--- src/hdl/ahto_pkg.sv ---
// Package for the arc-hybrid transition oracle unit.
// Holds the size defaults, request and action codes, controller states and the
// command and status structs between controller and datapath. No dependencies.
package ahto_pkg;

   localparam int unsigned MAX_WORDS_DEF = 64;
   localparam int unsigned WORD_W_DEF    = $clog2(MAX_WORDS_DEF + 2);

   localparam logic [1:0] REQ_LOAD   = 2'd0;
   localparam logic [1:0] REQ_ACTION = 2'd1;
   localparam logic [1:0] REQ_READ   = 2'd2;

   localparam logic [1:0] ACT_SHIFT = 2'd1;
   localparam logic [1:0] ACT_RIGHT = 2'd2;
   localparam logic [1:0] ACT_LEFT  = 2'd3;

   localparam int unsigned MASK_SHIFT = 0;
   localparam int unsigned MASK_RIGHT = 1;
   localparam int unsigned MASK_LEFT  = 2;

   typedef enum logic [3:0] {
      ST_IDLE,
      ST_LOAD,
      ST_READ_WAIT,
      ST_READ_DONE,
      ST_ACT_RD0,
      ST_ACT_RD1,
      ST_ACT_RD2,
      ST_SCAN,
      ST_DECIDE,
      ST_RESP
   } state_type;

   typedef struct packed {
      logic capture;
      logic do_load;
      logic read_done;
      logic act_rd0;
      logic act_rd1;
      logic act_rd2;
      logic scan_run;
      logic decide;
   } cmd_type;

   typedef struct packed {
      logic scan_done;
   } status_type;

endpackage

--- src/hdl/ahto_if.sv ---
// Request and response channel interfaces of the transition oracle unit.
// Valid/ready handshake plus payload. Depends on ahto_pkg for default widths.
interface ahto_req_if import ahto_pkg::*; #(
   parameter int unsigned WORD_W = WORD_W_DEF
);
   logic              valid;
   logic              ready;
   logic [1:0]        req_type;
   logic [WORD_W-1:0] word_index;
   logic [WORD_W-1:0] gold_head;
   logic              last_word;
   logic [1:0]        action;

   modport source (output valid, req_type, word_index, gold_head, last_word, action,
                   input ready);
   modport sink   (input valid, req_type, word_index, gold_head, last_word, action,
                   output ready);
endinterface

interface ahto_rsp_if import ahto_pkg::*; #(
   parameter int unsigned WORD_W = WORD_W_DEF
);
   logic              valid;
   logic              ready;
   logic [2:0]        valid_mask;
   logic [2:0]        gold_mask;
   logic              accepted;
   logic              arc_wrong;
   logic [WORD_W-1:0] next_index;
   logic [WORD_W-1:0] stack_count;
   logic              done_res;
   logic [WORD_W-1:0] head_value;

   modport source (output valid, valid_mask, gold_mask, accepted, arc_wrong, next_index,
                          stack_count, done_res, head_value,
                   input ready);
   modport sink   (input valid, valid_mask, gold_mask, accepted, arc_wrong, next_index,
                         stack_count, done_res, head_value,
                   output ready);
endinterface

--- src/hdl/arc_hybrid_transition_oracle_unit.sv ---
// Channel   Dir  Handshake      Payload
// req_chan  in   valid/ready    req_type, word_index, gold_head, last_word, action
// rsp_chan  out  valid/ready    masks, accepted, arc_wrong, next_index, stack_count,
//                               done_res, head_value
// One transaction in flight; req ready only while idle, response held until taken.
// Load: capture, load write, response. Read: capture, wait for the head memory read,
// register the head value, response. Action: capture, stack and gold reads in
// ST_ACT_RD0 to ST_ACT_RD2, the scan, decide, response. The two oracle scans run side
// by side, one stack entry and one buffer word per cycle.
// Synchronous active-high reset; heads clear through per-word valid bits, no clearing pass.
// Top level: controller plus datapath. Depends on ahto_pkg, ahto_if, ahto_ctrl, ahto_dpath.
module arc_hybrid_transition_oracle_unit import ahto_pkg::*; #(
   parameter int unsigned MAX_WORDS = MAX_WORDS_DEF
) (
   input logic        clock,
   input logic        reset,
   ahto_req_if.sink   req_chan,
   ahto_rsp_if.source rsp_chan
);

   cmd_type    cmd;
   status_type status;

   ahto_ctrl u_ctrl (
      .clock     (clock),
      .reset     (reset),
      .req_valid (req_chan.valid),
      .req_type  (req_chan.req_type),
      .req_ready (req_chan.ready),
      .rsp_valid (rsp_chan.valid),
      .rsp_ready (rsp_chan.ready),
      .status    (status),
      .cmd       (cmd)
   );

   ahto_dpath #(
      .MAX_WORDS (MAX_WORDS)
   ) u_dpath (
      .clock       (clock),
      .reset       (reset),
      .cmd         (cmd),
      .status      (status),
      .req_type    (req_chan.req_type),
      .word_index  (req_chan.word_index),
      .gold_head   (req_chan.gold_head),
      .last_word   (req_chan.last_word),
      .action      (req_chan.action),
      .valid_mask  (rsp_chan.valid_mask),
      .gold_mask   (rsp_chan.gold_mask),
      .accepted    (rsp_chan.accepted),
      .arc_wrong   (rsp_chan.arc_wrong),
      .next_index  (rsp_chan.next_index),
      .stack_count (rsp_chan.stack_count),
      .done_res    (rsp_chan.done_res),
      .head_value  (rsp_chan.head_value)
   );

endmodule

--- src/hdl/ahto_ctrl.sv ---
// Controller of the transition oracle unit: handshakes and sequencing.
// Drives datapath commands per request type. Depends on ahto_pkg.
module ahto_ctrl import ahto_pkg::*; (
   input  logic       clock,
   input  logic       reset,
   input  logic       req_valid,
   input  logic [1:0] req_type,
   output logic       req_ready,
   output logic       rsp_valid,
   input  logic       rsp_ready,
   input  status_type status,
   output cmd_type    cmd
);

   state_type state_ff;
   state_type state_in;

   always_ff @(posedge clock) begin
      if (reset) begin
         state_ff <= ST_IDLE;
      end else begin
         state_ff <= state_in;
      end
   end

   always_comb begin
      state_in  = state_ff;
      cmd       = '0;
      req_ready = 1'b0;
      rsp_valid = 1'b0;
      case (state_ff)
         ST_IDLE: begin
            req_ready = 1'b1;
            if (req_valid) begin
               cmd.capture = 1'b1;
               case (req_type)
                  REQ_LOAD:   state_in = ST_LOAD;
                  REQ_ACTION: state_in = ST_ACT_RD0;
                  REQ_READ:   state_in = ST_READ_WAIT;
                  default:    state_in = ST_RESP;
               endcase
            end
         end
         ST_LOAD: begin
            cmd.do_load = 1'b1;
            state_in    = ST_RESP;
         end
         ST_READ_WAIT: begin
            state_in = ST_READ_DONE;
         end
         ST_READ_DONE: begin
            cmd.read_done = 1'b1;
            state_in      = ST_RESP;
         end
         ST_ACT_RD0: begin
            cmd.act_rd0 = 1'b1;
            state_in    = ST_ACT_RD1;
         end
         ST_ACT_RD1: begin
            cmd.act_rd1 = 1'b1;
            state_in    = ST_ACT_RD2;
         end
         ST_ACT_RD2: begin
            cmd.act_rd2 = 1'b1;
            state_in    = ST_SCAN;
         end
         ST_SCAN: begin
            cmd.scan_run = 1'b1;
            if (status.scan_done) begin
               state_in = ST_DECIDE;
            end
         end
         ST_DECIDE: begin
            cmd.decide = 1'b1;
            state_in   = ST_RESP;
         end
         ST_RESP: begin
            rsp_valid = 1'b1;
            if (rsp_ready) begin
               state_in = ST_IDLE;
            end
         end
         default: begin
            state_in = ST_IDLE;
         end
      endcase
   end

endmodule

--- src/hdl/ahto_dpath.sv ---
// Datapath of the transition oracle unit: stack, gold and head memories,
// parser state, the two oracle scans and the response registers. Depends on ahto_pkg.
module ahto_dpath import ahto_pkg::*; #(
   parameter  int unsigned MAX_WORDS = MAX_WORDS_DEF,
   localparam int unsigned W         = $clog2(MAX_WORDS + 2)
) (
   input  logic         clock,
   input  logic         reset,
   input  cmd_type      cmd,
   output status_type   status,
   input  logic [1:0]   req_type,
   input  logic [W-1:0] word_index,
   input  logic [W-1:0] gold_head,
   input  logic         last_word,
   input  logic [1:0]   action,
   output logic [2:0]   valid_mask,
   output logic [2:0]   gold_mask,
   output logic         accepted,
   output logic         arc_wrong,
   output logic [W-1:0] next_index,
   output logic [W-1:0] stack_count,
   output logic         done_res,
   output logic [W-1:0] head_value
);

   localparam int unsigned SLOTS = MAX_WORDS + 1;
   localparam int unsigned AW    = $clog2(SLOTS);
   localparam logic [W-1:0] SLOTS_W  = W'(SLOTS);
   localparam logic [W-1:0] MAXW_W   = W'(MAX_WORDS);
   localparam logic [W-1:0] ONE_W    = W'(1);
   localparam logic [W-1:0] TWO_W    = W'(2);
   localparam logic [W:0]   SLOTS_W1 = (W + 1)'(SLOTS);

   logic [W-1:0] stack_mem [SLOTS];
   logic [W-1:0] gold_mem  [SLOTS];
   logic [W-1:0] head_mem  [SLOTS];

   // request registers
   logic [1:0]   req_type_ff;
   logic [W-1:0] widx_ff, ghead_ff;
   logic         last_ff;
   logic [1:0]   action_ff;

   // parser state
   logic [W-1:0]     sp_ff, sp_in;
   logic [W-1:0]     bi_ff, bi_in;
   logic [W-1:0]     len_ff, len_in;
   logic [SLOTS-1:0] head_valid_ff, head_valid_in;

   // memory read data
   logic [W-1:0] stack_rdata_ff, gold_a_rdata_ff, gold_b_rdata_ff, head_rdata_ff;
   logic         gold_a_zero_ff;

   // oracle operands
   logic [W-1:0] top_ff, top_in, below_ff, below_in;
   logic [W-1:0] gidx_ff, gidx_in, gtop_ff, gtop_in;

   // scans
   logic [W-1:0] sp_ptr_ff, sp_ptr_in, s2_ff;
   logic         sv1_ff, sv1_in, sv2_ff, sv2_in;
   logic [W:0]   rs_ptr_ff, rs_ptr_in;
   logic         rv1_ff, rv1_in;
   logic [W-1:0] b1_ff;
   logic         link_stack_ff, link_stack_in, link_rest_ff, link_rest_in;

   // response registers
   logic [2:0]   vmask_ff, vmask_in, gmask_ff, gmask_in;
   logic         acc_ff, acc_in, wrong_ff, wrong_in;
   logic [W-1:0] headv_ff, headv_in;

   logic [W-1:0]  stack_raddr_w, gold_a_addr_w;
   logic [AW-1:0] stack_waddr;
   logic [W-1:0]  stack_wdata;
   logic          stack_we;
   logic [W-1:0]  gold_a_val;
   logic          s_issue, b_issue;
   logic          widx_ok, v_sh, v_rt, v_lf, act_shift, act_arc;
   logic [W-1:0]  arc_head;
   logic [2:0]    gmask_c;

   assign gold_a_val = gold_a_zero_ff ? '0 : gold_a_rdata_ff;
   assign widx_ok    = (widx_ff >= ONE_W) && (widx_ff <= MAXW_W);

   assign s_issue = sp_ptr_ff < sp_ff;
   assign b_issue = (rs_ptr_ff <= {1'b0, len_ff}) && (rs_ptr_ff < SLOTS_W1);
   assign status.scan_done = !s_issue && !sv1_ff && !sv2_ff && !b_issue && !rv1_ff;

   // memory addressing
   always_comb begin
      if (cmd.act_rd0) begin
         stack_raddr_w = sp_ff - ONE_W;
      end else if (cmd.act_rd1) begin
         stack_raddr_w = sp_ff - TWO_W;
      end else begin
         stack_raddr_w = sp_ptr_ff;
      end
      gold_a_addr_w = cmd.act_rd0 ? bi_ff : stack_rdata_ff;
   end

   always_ff @(posedge clock) begin
      if (stack_we) begin
         stack_mem[stack_waddr] <= stack_wdata;
      end
      stack_rdata_ff <= stack_mem[stack_raddr_w[AW-1:0]];
   end

   always_ff @(posedge clock) begin
      if (cmd.do_load && widx_ok) begin
         gold_mem[widx_ff[AW-1:0]] <= ghead_ff;
      end
      gold_a_rdata_ff <= gold_mem[gold_a_addr_w[AW-1:0]];
      gold_a_zero_ff  <= (gold_a_addr_w == '0) || (gold_a_addr_w >= SLOTS_W);
      gold_b_rdata_ff <= gold_mem[rs_ptr_ff[AW-1:0]];
   end

   always_ff @(posedge clock) begin
      if (cmd.decide && act_arc) begin
         head_mem[top_ff[AW-1:0]] <= arc_head;
      end
      head_rdata_ff <= head_mem[widx_ff[AW-1:0]];
   end

   // oracle and transition
   always_comb begin
      v_sh = (bi_ff <= len_ff) && (sp_ff < SLOTS_W);
      v_rt = sp_ff >= TWO_W;
      v_lf = (sp_ff != '0) && (bi_ff <= len_ff);
      gmask_c = '0;
      if (v_sh && ((sp_ff == '0) || (gidx_ff == top_ff))) begin
         gmask_c[MASK_SHIFT] = 1'b1;
      end else if (v_lf && (gtop_ff == bi_ff)) begin
         gmask_c[MASK_LEFT] = 1'b1;
      end else begin
         gmask_c[MASK_SHIFT] = v_sh && !link_stack_ff;
         if ((sp_ff != '0) && !link_rest_ff) begin
            gmask_c[MASK_RIGHT] = v_rt;
            gmask_c[MASK_LEFT]  = v_lf && !(v_rt && (gtop_ff == below_ff));
         end
      end
      act_shift = (action_ff == ACT_SHIFT) && v_sh;
      act_arc   = ((action_ff == ACT_RIGHT) && v_rt) || ((action_ff == ACT_LEFT) && v_lf);
      arc_head  = (action_ff == ACT_RIGHT) ? below_ff : bi_ff;
   end

   always_comb begin
      stack_we    = 1'b0;
      stack_waddr = sp_ff[AW-1:0];
      stack_wdata = bi_ff;
      if (cmd.do_load && widx_ok && (widx_ff == ONE_W)) begin
         stack_we    = 1'b1;
         stack_waddr = '0;
         stack_wdata = '0;
      end else if (cmd.decide && act_shift) begin
         stack_we = 1'b1;
      end
   end

   // next state
   always_comb begin
      sp_in         = sp_ff;
      bi_in         = bi_ff;
      len_in        = len_ff;
      head_valid_in = head_valid_ff;
      top_in        = top_ff;
      below_in      = below_ff;
      gidx_in       = gidx_ff;
      gtop_in       = gtop_ff;
      sp_ptr_in     = sp_ptr_ff;
      sv1_in        = sv1_ff;
      sv2_in        = sv2_ff;
      rs_ptr_in     = rs_ptr_ff;
      rv1_in        = rv1_ff;
      link_stack_in = link_stack_ff;
      link_rest_in  = link_rest_ff;
      vmask_in      = vmask_ff;
      gmask_in      = gmask_ff;
      acc_in        = acc_ff;
      wrong_in      = wrong_ff;
      headv_in      = headv_ff;

      if (cmd.capture) begin
         vmask_in = '0;
         gmask_in = '0;
         acc_in   = 1'b0;
         wrong_in = 1'b0;
         headv_in = '0;
      end

      if (cmd.do_load && widx_ok) begin
         if (widx_ff == ONE_W) begin
            head_valid_in = '0;
            sp_in         = ONE_W;
            bi_in         = ONE_W;
            len_in        = '0;
         end
         if (last_ff) begin
            len_in = widx_ff;
         end
      end

      if (cmd.read_done) begin
         if ((widx_ff < SLOTS_W) && head_valid_ff[widx_ff[AW-1:0]]) begin
            headv_in = head_rdata_ff;
         end
      end

      if (cmd.act_rd1) begin
         top_in  = (sp_ff != '0) ? stack_rdata_ff : '0;
         gidx_in = gold_a_val;
      end

      if (cmd.act_rd2) begin
         below_in      = stack_rdata_ff;
         gtop_in       = gold_a_val;
         sp_ptr_in     = '0;
         sv1_in        = 1'b0;
         sv2_in        = 1'b0;
         rs_ptr_in     = {1'b0, bi_ff} + (W + 1)'(1);
         rv1_in        = 1'b0;
         link_stack_in = 1'b0;
         link_rest_in  = 1'b0;
      end

      if (cmd.scan_run) begin
         sp_ptr_in = s_issue ? sp_ptr_ff + ONE_W : sp_ptr_ff;
         sv1_in    = s_issue;
         sv2_in    = sv1_ff;
         if (sv2_ff && ((gold_a_val == bi_ff) || (s2_ff == gidx_ff))) begin
            link_stack_in = 1'b1;
         end
         rs_ptr_in = b_issue ? rs_ptr_ff + (W + 1)'(1) : rs_ptr_ff;
         rv1_in    = b_issue;
         if (rv1_ff && ((gold_b_rdata_ff == top_ff) || (gtop_ff == b1_ff))) begin
            link_rest_in = 1'b1;
         end
      end

      if (cmd.decide) begin
         vmask_in = {v_lf, v_rt, v_sh};
         gmask_in = gmask_c;
         acc_in   = act_shift || act_arc;
         if (act_shift) begin
            sp_in = sp_ff + ONE_W;
            bi_in = bi_ff + ONE_W;
         end else if (act_arc) begin
            sp_in    = sp_ff - ONE_W;
            head_valid_in[top_ff[AW-1:0]] = 1'b1;
            wrong_in = (top_ff != '0) && (gtop_ff != arc_head);
         end
      end
   end

   always_ff @(posedge clock) begin
      if (reset) begin
         sp_ff         <= '0;
         bi_ff         <= ONE_W;
         len_ff        <= '0;
         head_valid_ff <= '0;
         sv1_ff        <= 1'b0;
         sv2_ff        <= 1'b0;
         rv1_ff        <= 1'b0;
         sp_ptr_ff     <= '0;
         rs_ptr_ff     <= '0;
      end else begin
         sp_ff         <= sp_in;
         bi_ff         <= bi_in;
         len_ff        <= len_in;
         head_valid_ff <= head_valid_in;
         sv1_ff        <= sv1_in;
         sv2_ff        <= sv2_in;
         rv1_ff        <= rv1_in;
         sp_ptr_ff     <= sp_ptr_in;
         rs_ptr_ff     <= rs_ptr_in;
      end
   end

   always_ff @(posedge clock) begin
      if (cmd.capture) begin
         req_type_ff <= req_type;
         widx_ff     <= word_index;
         ghead_ff    <= gold_head;
         last_ff     <= last_word;
         action_ff   <= action;
      end
      top_ff        <= top_in;
      below_ff      <= below_in;
      gidx_ff       <= gidx_in;
      gtop_ff       <= gtop_in;
      s2_ff         <= stack_rdata_ff;
      b1_ff         <= rs_ptr_ff[W-1:0];
      link_stack_ff <= link_stack_in;
      link_rest_ff  <= link_rest_in;
      vmask_ff      <= vmask_in;
      gmask_ff      <= gmask_in;
      acc_ff        <= acc_in;
      wrong_ff      <= wrong_in;
      headv_ff      <= headv_in;
   end

   // request type steers the controller and here gates the masks to action responses
   assign valid_mask  = (req_type_ff == REQ_ACTION) ? vmask_ff : '0;
   assign gold_mask   = (req_type_ff == REQ_ACTION) ? gmask_ff : '0;
   assign accepted    = acc_ff;
   assign arc_wrong   = wrong_ff;
   assign next_index  = bi_ff;
   assign stack_count = sp_ff;
   assign done_res    = (sp_ff <= ONE_W) && (bi_ff > len_ff);
   assign head_value  = headv_ff;

endmodule

--- src/flat_wrapper.sv ---
// flat-port wrapper written by rule: the top's interface ports become plain ports
module arc_hybrid_transition_oracle_unit_flat import ahto_pkg::*;
#(
   parameter int unsigned MAX_WORDS = MAX_WORDS_DEF
)
  (clock, reset, req_chan_valid, req_chan_req_type, req_chan_word_index, req_chan_gold_head, req_chan_last_word, req_chan_action, req_chan_ready, rsp_chan_valid, rsp_chan_valid_mask, rsp_chan_gold_mask, rsp_chan_accepted, rsp_chan_arc_wrong, rsp_chan_next_index, rsp_chan_stack_count, rsp_chan_done_res, rsp_chan_head_value, rsp_chan_ready);
  ahto_req_if req_chan_i ();
  ahto_rsp_if rsp_chan_i ();
  input logic clock;
  input logic reset;
  input wire logic [$bits(req_chan_i.valid)-1:0] req_chan_valid;
  input wire logic [$bits(req_chan_i.req_type)-1:0] req_chan_req_type;
  input wire logic [$bits(req_chan_i.word_index)-1:0] req_chan_word_index;
  input wire logic [$bits(req_chan_i.gold_head)-1:0] req_chan_gold_head;
  input wire logic [$bits(req_chan_i.last_word)-1:0] req_chan_last_word;
  input wire logic [$bits(req_chan_i.action)-1:0] req_chan_action;
  output wire logic [$bits(req_chan_i.ready)-1:0] req_chan_ready;
  output wire logic [$bits(rsp_chan_i.valid)-1:0] rsp_chan_valid;
  output wire logic [$bits(rsp_chan_i.valid_mask)-1:0] rsp_chan_valid_mask;
  output wire logic [$bits(rsp_chan_i.gold_mask)-1:0] rsp_chan_gold_mask;
  output wire logic [$bits(rsp_chan_i.accepted)-1:0] rsp_chan_accepted;
  output wire logic [$bits(rsp_chan_i.arc_wrong)-1:0] rsp_chan_arc_wrong;
  output wire logic [$bits(rsp_chan_i.next_index)-1:0] rsp_chan_next_index;
  output wire logic [$bits(rsp_chan_i.stack_count)-1:0] rsp_chan_stack_count;
  output wire logic [$bits(rsp_chan_i.done_res)-1:0] rsp_chan_done_res;
  output wire logic [$bits(rsp_chan_i.head_value)-1:0] rsp_chan_head_value;
  input wire logic [$bits(rsp_chan_i.ready)-1:0] rsp_chan_ready;
  assign req_chan_i.valid = req_chan_valid;
  assign req_chan_i.req_type = req_chan_req_type;
  assign req_chan_i.word_index = req_chan_word_index;
  assign req_chan_i.gold_head = req_chan_gold_head;
  assign req_chan_i.last_word = req_chan_last_word;
  assign req_chan_i.action = req_chan_action;
  assign req_chan_ready = req_chan_i.ready;
  assign rsp_chan_valid = rsp_chan_i.valid;
  assign rsp_chan_valid_mask = rsp_chan_i.valid_mask;
  assign rsp_chan_gold_mask = rsp_chan_i.gold_mask;
  assign rsp_chan_accepted = rsp_chan_i.accepted;
  assign rsp_chan_arc_wrong = rsp_chan_i.arc_wrong;
  assign rsp_chan_next_index = rsp_chan_i.next_index;
  assign rsp_chan_stack_count = rsp_chan_i.stack_count;
  assign rsp_chan_done_res = rsp_chan_i.done_res;
  assign rsp_chan_head_value = rsp_chan_i.head_value;
  assign rsp_chan_i.ready = rsp_chan_ready;
  arc_hybrid_transition_oracle_unit #(.MAX_WORDS(MAX_WORDS)) u_core (.clock(clock), .reset(reset), .req_chan(req_chan_i), .rsp_chan(rsp_chan_i));
endmodule
--- config.mk ---
export PLATFORM = sky130hd
export DESIGN_NAME = arc_hybrid_transition_oracle_unit_flat
export DESIGN_NICKNAME = d
export VERILOG_FILES = /design/src/hdl/ahto_pkg.sv /design/src/hdl/ahto_if.sv /design/src/hdl/arc_hybrid_transition_oracle_unit.sv /design/src/hdl/ahto_ctrl.sv /design/src/hdl/ahto_dpath.sv /design/src/flat_wrapper.sv
export SDC_FILE = /design/constraint.sdc
export NUM_CORES = 2
export LEC_CHECK = 0
export ABC_AREA = 1
export BUFFER_PORTS_ARGS = -buffer_cell sky130_fd_sc_hd__buf_4
export CAP_MARGIN = 30
export CORE_ASPECT_RATIO = 0.9
export CORE_UTILIZATION = 50
export DETAILED_ROUTE_END_ITERATION = 10
export PLACE_DENSITY = 0.65
export SYNTH_ARGS = -nofsm -noshare
export SYNTH_HDL_FRONTEND = slang
export SYNTH_SLANG_ARGS = --single-unit
export TNS_END_PERCENT = 5
--- constraint.sdc ---
create_clock -name clock -period 4.5 [get_ports clock]
set_input_delay 0 -clock clock [delete_from_list [all_inputs] [get_ports clock]]
set_output_delay 0 -clock clock [all_outputs]
set_load 0.01 [all_outputs]
==> flow_summary_export.csv <==
group,metric,value,unit
critical_path,crit_path_max_fanout,39,
clock_tree,cts_buffers,164,
logic_synthesis,synth_largest_area_cell,"edfxtp_1",
die,die_h,356,um
placed_design,finalWeightedCongestion,0.968,
die,core,0.138,sq mm
placed_design,io_buffers,54,
logic_synthesis,synth_top_area_frac,0.611,
clock_tree,cts_sinks,1580,
route,wirelength,212000,um
logic_synthesis,synth-seq-cells,1580,
critical_path,end_kind,"flip-flop",
logic_synthesis,synth-edff-count,1419,
hold_path,min_path_type,"in2reg",
timing,grt_setup_unrepaired,"false",
logic_synthesis,ys_warn_count,0,
power_and_ir_drop,cellPowerDensity,583,mW/mm^2
grt,grt_pass1_wl,311000,um
grt,grt_max_degree,197,
clock_tree,cts_tree,"yes",
timing,relSlewSlack,0.288,
logic_synthesis,synth_ff_type,"edfxtp_1",
finish,layout_commonest_cell,"edfxtp_1",
finish,nNetsFinal,6690,
timing,clock_skew,0.0264,ns
critical_path,r2r_slack,0.50,ns
timing,max_freq,250,MHz
route,via_count,51500,
finish,layout_common_cells,"1,419 x edfxtp_1, 1,296 x nand2_1, 669 x nand3_1",
critical_path,worstPathRequired,4.97,ns
grt,grt_pass1_vias,48200,
route,drc_errors,0,
die,die-area,0.141,sq mm
logic_synthesis,synthesis.area,0.0697,sq mm
grt,grt_util_all_layers,0.296,
clock_tree,cts_root_buf,"clkbuf_16",
critical_path,start_kind,"flip-flop",
clock_tree,cts_buffer_depth,3,
finish,drive_above_1_share,0.0799,
timing,finalSetupViolCount,0,
finish,syn_to_final_growth,12.3,%
logic_synthesis,synth.avg_cell_area,10.6,sq um
placed_design,hpwl,132000,um
clock_tree,cts_resized,0,
finish,post-route-util,0.568,
route,drtIter0Drc,6649,
logic_synthesis,ys_seq_area_frac,0.658,
power_and_ir_drop,p_total,45.6,mW
route,wl_per_cell,24.6,um
timing,fin_crit_sh,0.889,
logic_synthesis,postSynthCellCount,6584,
timing,setup_tns,0,ns
die,fp-row-count,129,
route,first_pass_iters,9,
timing,tightest_slew,1.06,ns
timing,period_minus_slack,4.00,ns
clock_tree,insertion_delay,0.80,ns
timing,drv_slew,0,
die,initial_core_util,0.506,
job,maxCapViolCount,0,
grt,gr-total-overflow,0,
logic_synthesis,postSynth.asyncResetShare,0,
logic_synthesis,synthDistinctLibCells,54,
clock_tree,htree_levels,4,
die,io-pin-count,55,
clock_tree,cts.reportedPaths.clkPinSlew,0.06,ns
route,antenna_left,0,
grt,grt_antenna_before_repair,5,
timing,final_hold_viol_count,0,
critical_path,path_class,"reg2reg",
status,status,"finished, final reports clean",
critical_path,crit_arrival,4.46,ns
power_and_ir_drop,vdd_ir_drop_max,596,uV
logic_synthesis,synth_area_leaders,"edfxtp_1 61%, nand2_1 7.0%, nand3_1 4.8%",
route,vias_per_cell,5.98,
die,die_w,396,um
power_and_ir_drop,leakage,29.1,nW
## registers in the layout, indices dropped and copies added, names as in the netlist, 8 cells and up
| signal | flops |
|---|---|
| u_core.u_dpath.rs_ptr_ff | 8 |
| u_core.u_dpath.gold_mem | 455 |
| u_core.u_dpath.head_valid_ff | 65 |
| u_core.u_dpath.head_mem | 455 |
| u_core.u_dpath.stack_mem | 455 |
## per-stage QoR
stage	hold WS (ns)	cells	cell area (sq um)	setup WS, ns
floorplan	0.0989	6590	69700	0.278
global placement	0.179	8257	72400	0.711
detailed placement	0.179	8260	72400	0.558
CTS	0.00671	8600	78200	0.536
global route	0.0501	8601	78200	0.193
finish	0.0935	8602	78300	0.501
## cell usage after synthesis, drive strengths merged (3+ instances only)
cell type  instances
a211oi             9
a21oi            272
a221oi            44
a22o              18
a22oi             70
a31oi             13
and3               6
buf              200
clkbuf           177
clkinv             7
dfxtp            161
edfxtp          1419
ha                34
inv              655
nand2           1310
nand3            670
nand3b           156
nand4            141
nor2             495
nor3              34
nor4               8
o2111ai            3
o211ai           104
o21a               4
o21ai            426
o221ai            18
o22ai             33
o2bb2ai            5
o41ai              3
or2                5
xnor2             23
xor2              55
## report_power, final
group / internal (mW) / switching [mW]
clock: 7.90 / 5.82
combinational: 4.00 / 10.8
sequential: 16.8 / 0.275
## cell type report
cell class / instances / area (sq um)
fill: 11600 / 59600
sequential: 1580 / 45800
multi-input combinational: 3971 / 20000
clock buffer: 218 / 4470
inverter: 662 / 2490
tap: 1834 / 2290
timing repair buffer: 254 / 2230
clock inverter: 82 / 945
antenna: 1 / 2.50
## worst max-delay path, cell delays in order, from the launching register on
cell and delay, ns:
dfxtp_1 0.54, inv_1 0.28, ha_1 0.25, nand2_1 0.13, inv_2 0.11, a21oi_2 0.21
nand3_1 0.10, nand2_1 0.39, nand2_2 0.30, inv_2 0.77, nand3_1 0.23, inv_1 0.33
## worst paths after layout
path / from / to / cells past startpoint
setup / recovery: u_core.u_dpath.stack_count[1]$_SDFF_PP0_ / u_core.u_dpath.head_mem[2][0]$_DFFE_PP_ / 11
hold / removal: req_chan_req_type[0] / u_core.u_dpath.req_type_ff[0]$_DFFE_PP_ / 2
setup reg to reg: u_core.u_dpath.stack_count[1]$_SDFF_PP0_ / u_core.u_dpath.head_mem[2][0]$_DFFE_PP_ / 11
hold reg to reg: u_core.u_dpath.stack_rdata_ff[5]$_DFF_P_ / u_core.u_dpath.s2_ff[5]$_DFF_P_ / 0
## logic make-up (layout without fill, tap and decap cells)
kind of cell / count (synthesis) / count (layout) / synth area share
AO/OA/AOI/OAI: 1025 / 1025 / 0.0867
XOR/XNOR: 78 / 78 / 0.00980
adder cells (fa/ha/maj): 34 / 34 / 0.00610
buffers and inverters: 1039 / 1216 / 0.0593
flip-flops: 1580 / 1580 / 0.658
other: 1 / 8 / 0.0000538
AND/OR/NAND/NOR: 2827 / 2827 / 0.180
## layer usage
metal | routed length, um | share of wire | GRT usage | up-vias
met5 | 29 | 0.00014 | 0 | -
met4 | 6850 | 0.032 | 0.103 | 6
met3 | 24800 | 0.12 | 0.0745 | 448
met2 | 92500 | 0.44 | 0.438 | 2959
met1 | 87500 | 0.41 | 0.425 | 24900
li1 | - | - | - | 23100
## repair_timing
item / CTS / global route
endpoints found under the hold margin: 82 / 0
setup buffers: 0 / 0
hold buffers: 40 / 0
(Power assumes the default switching activity.)
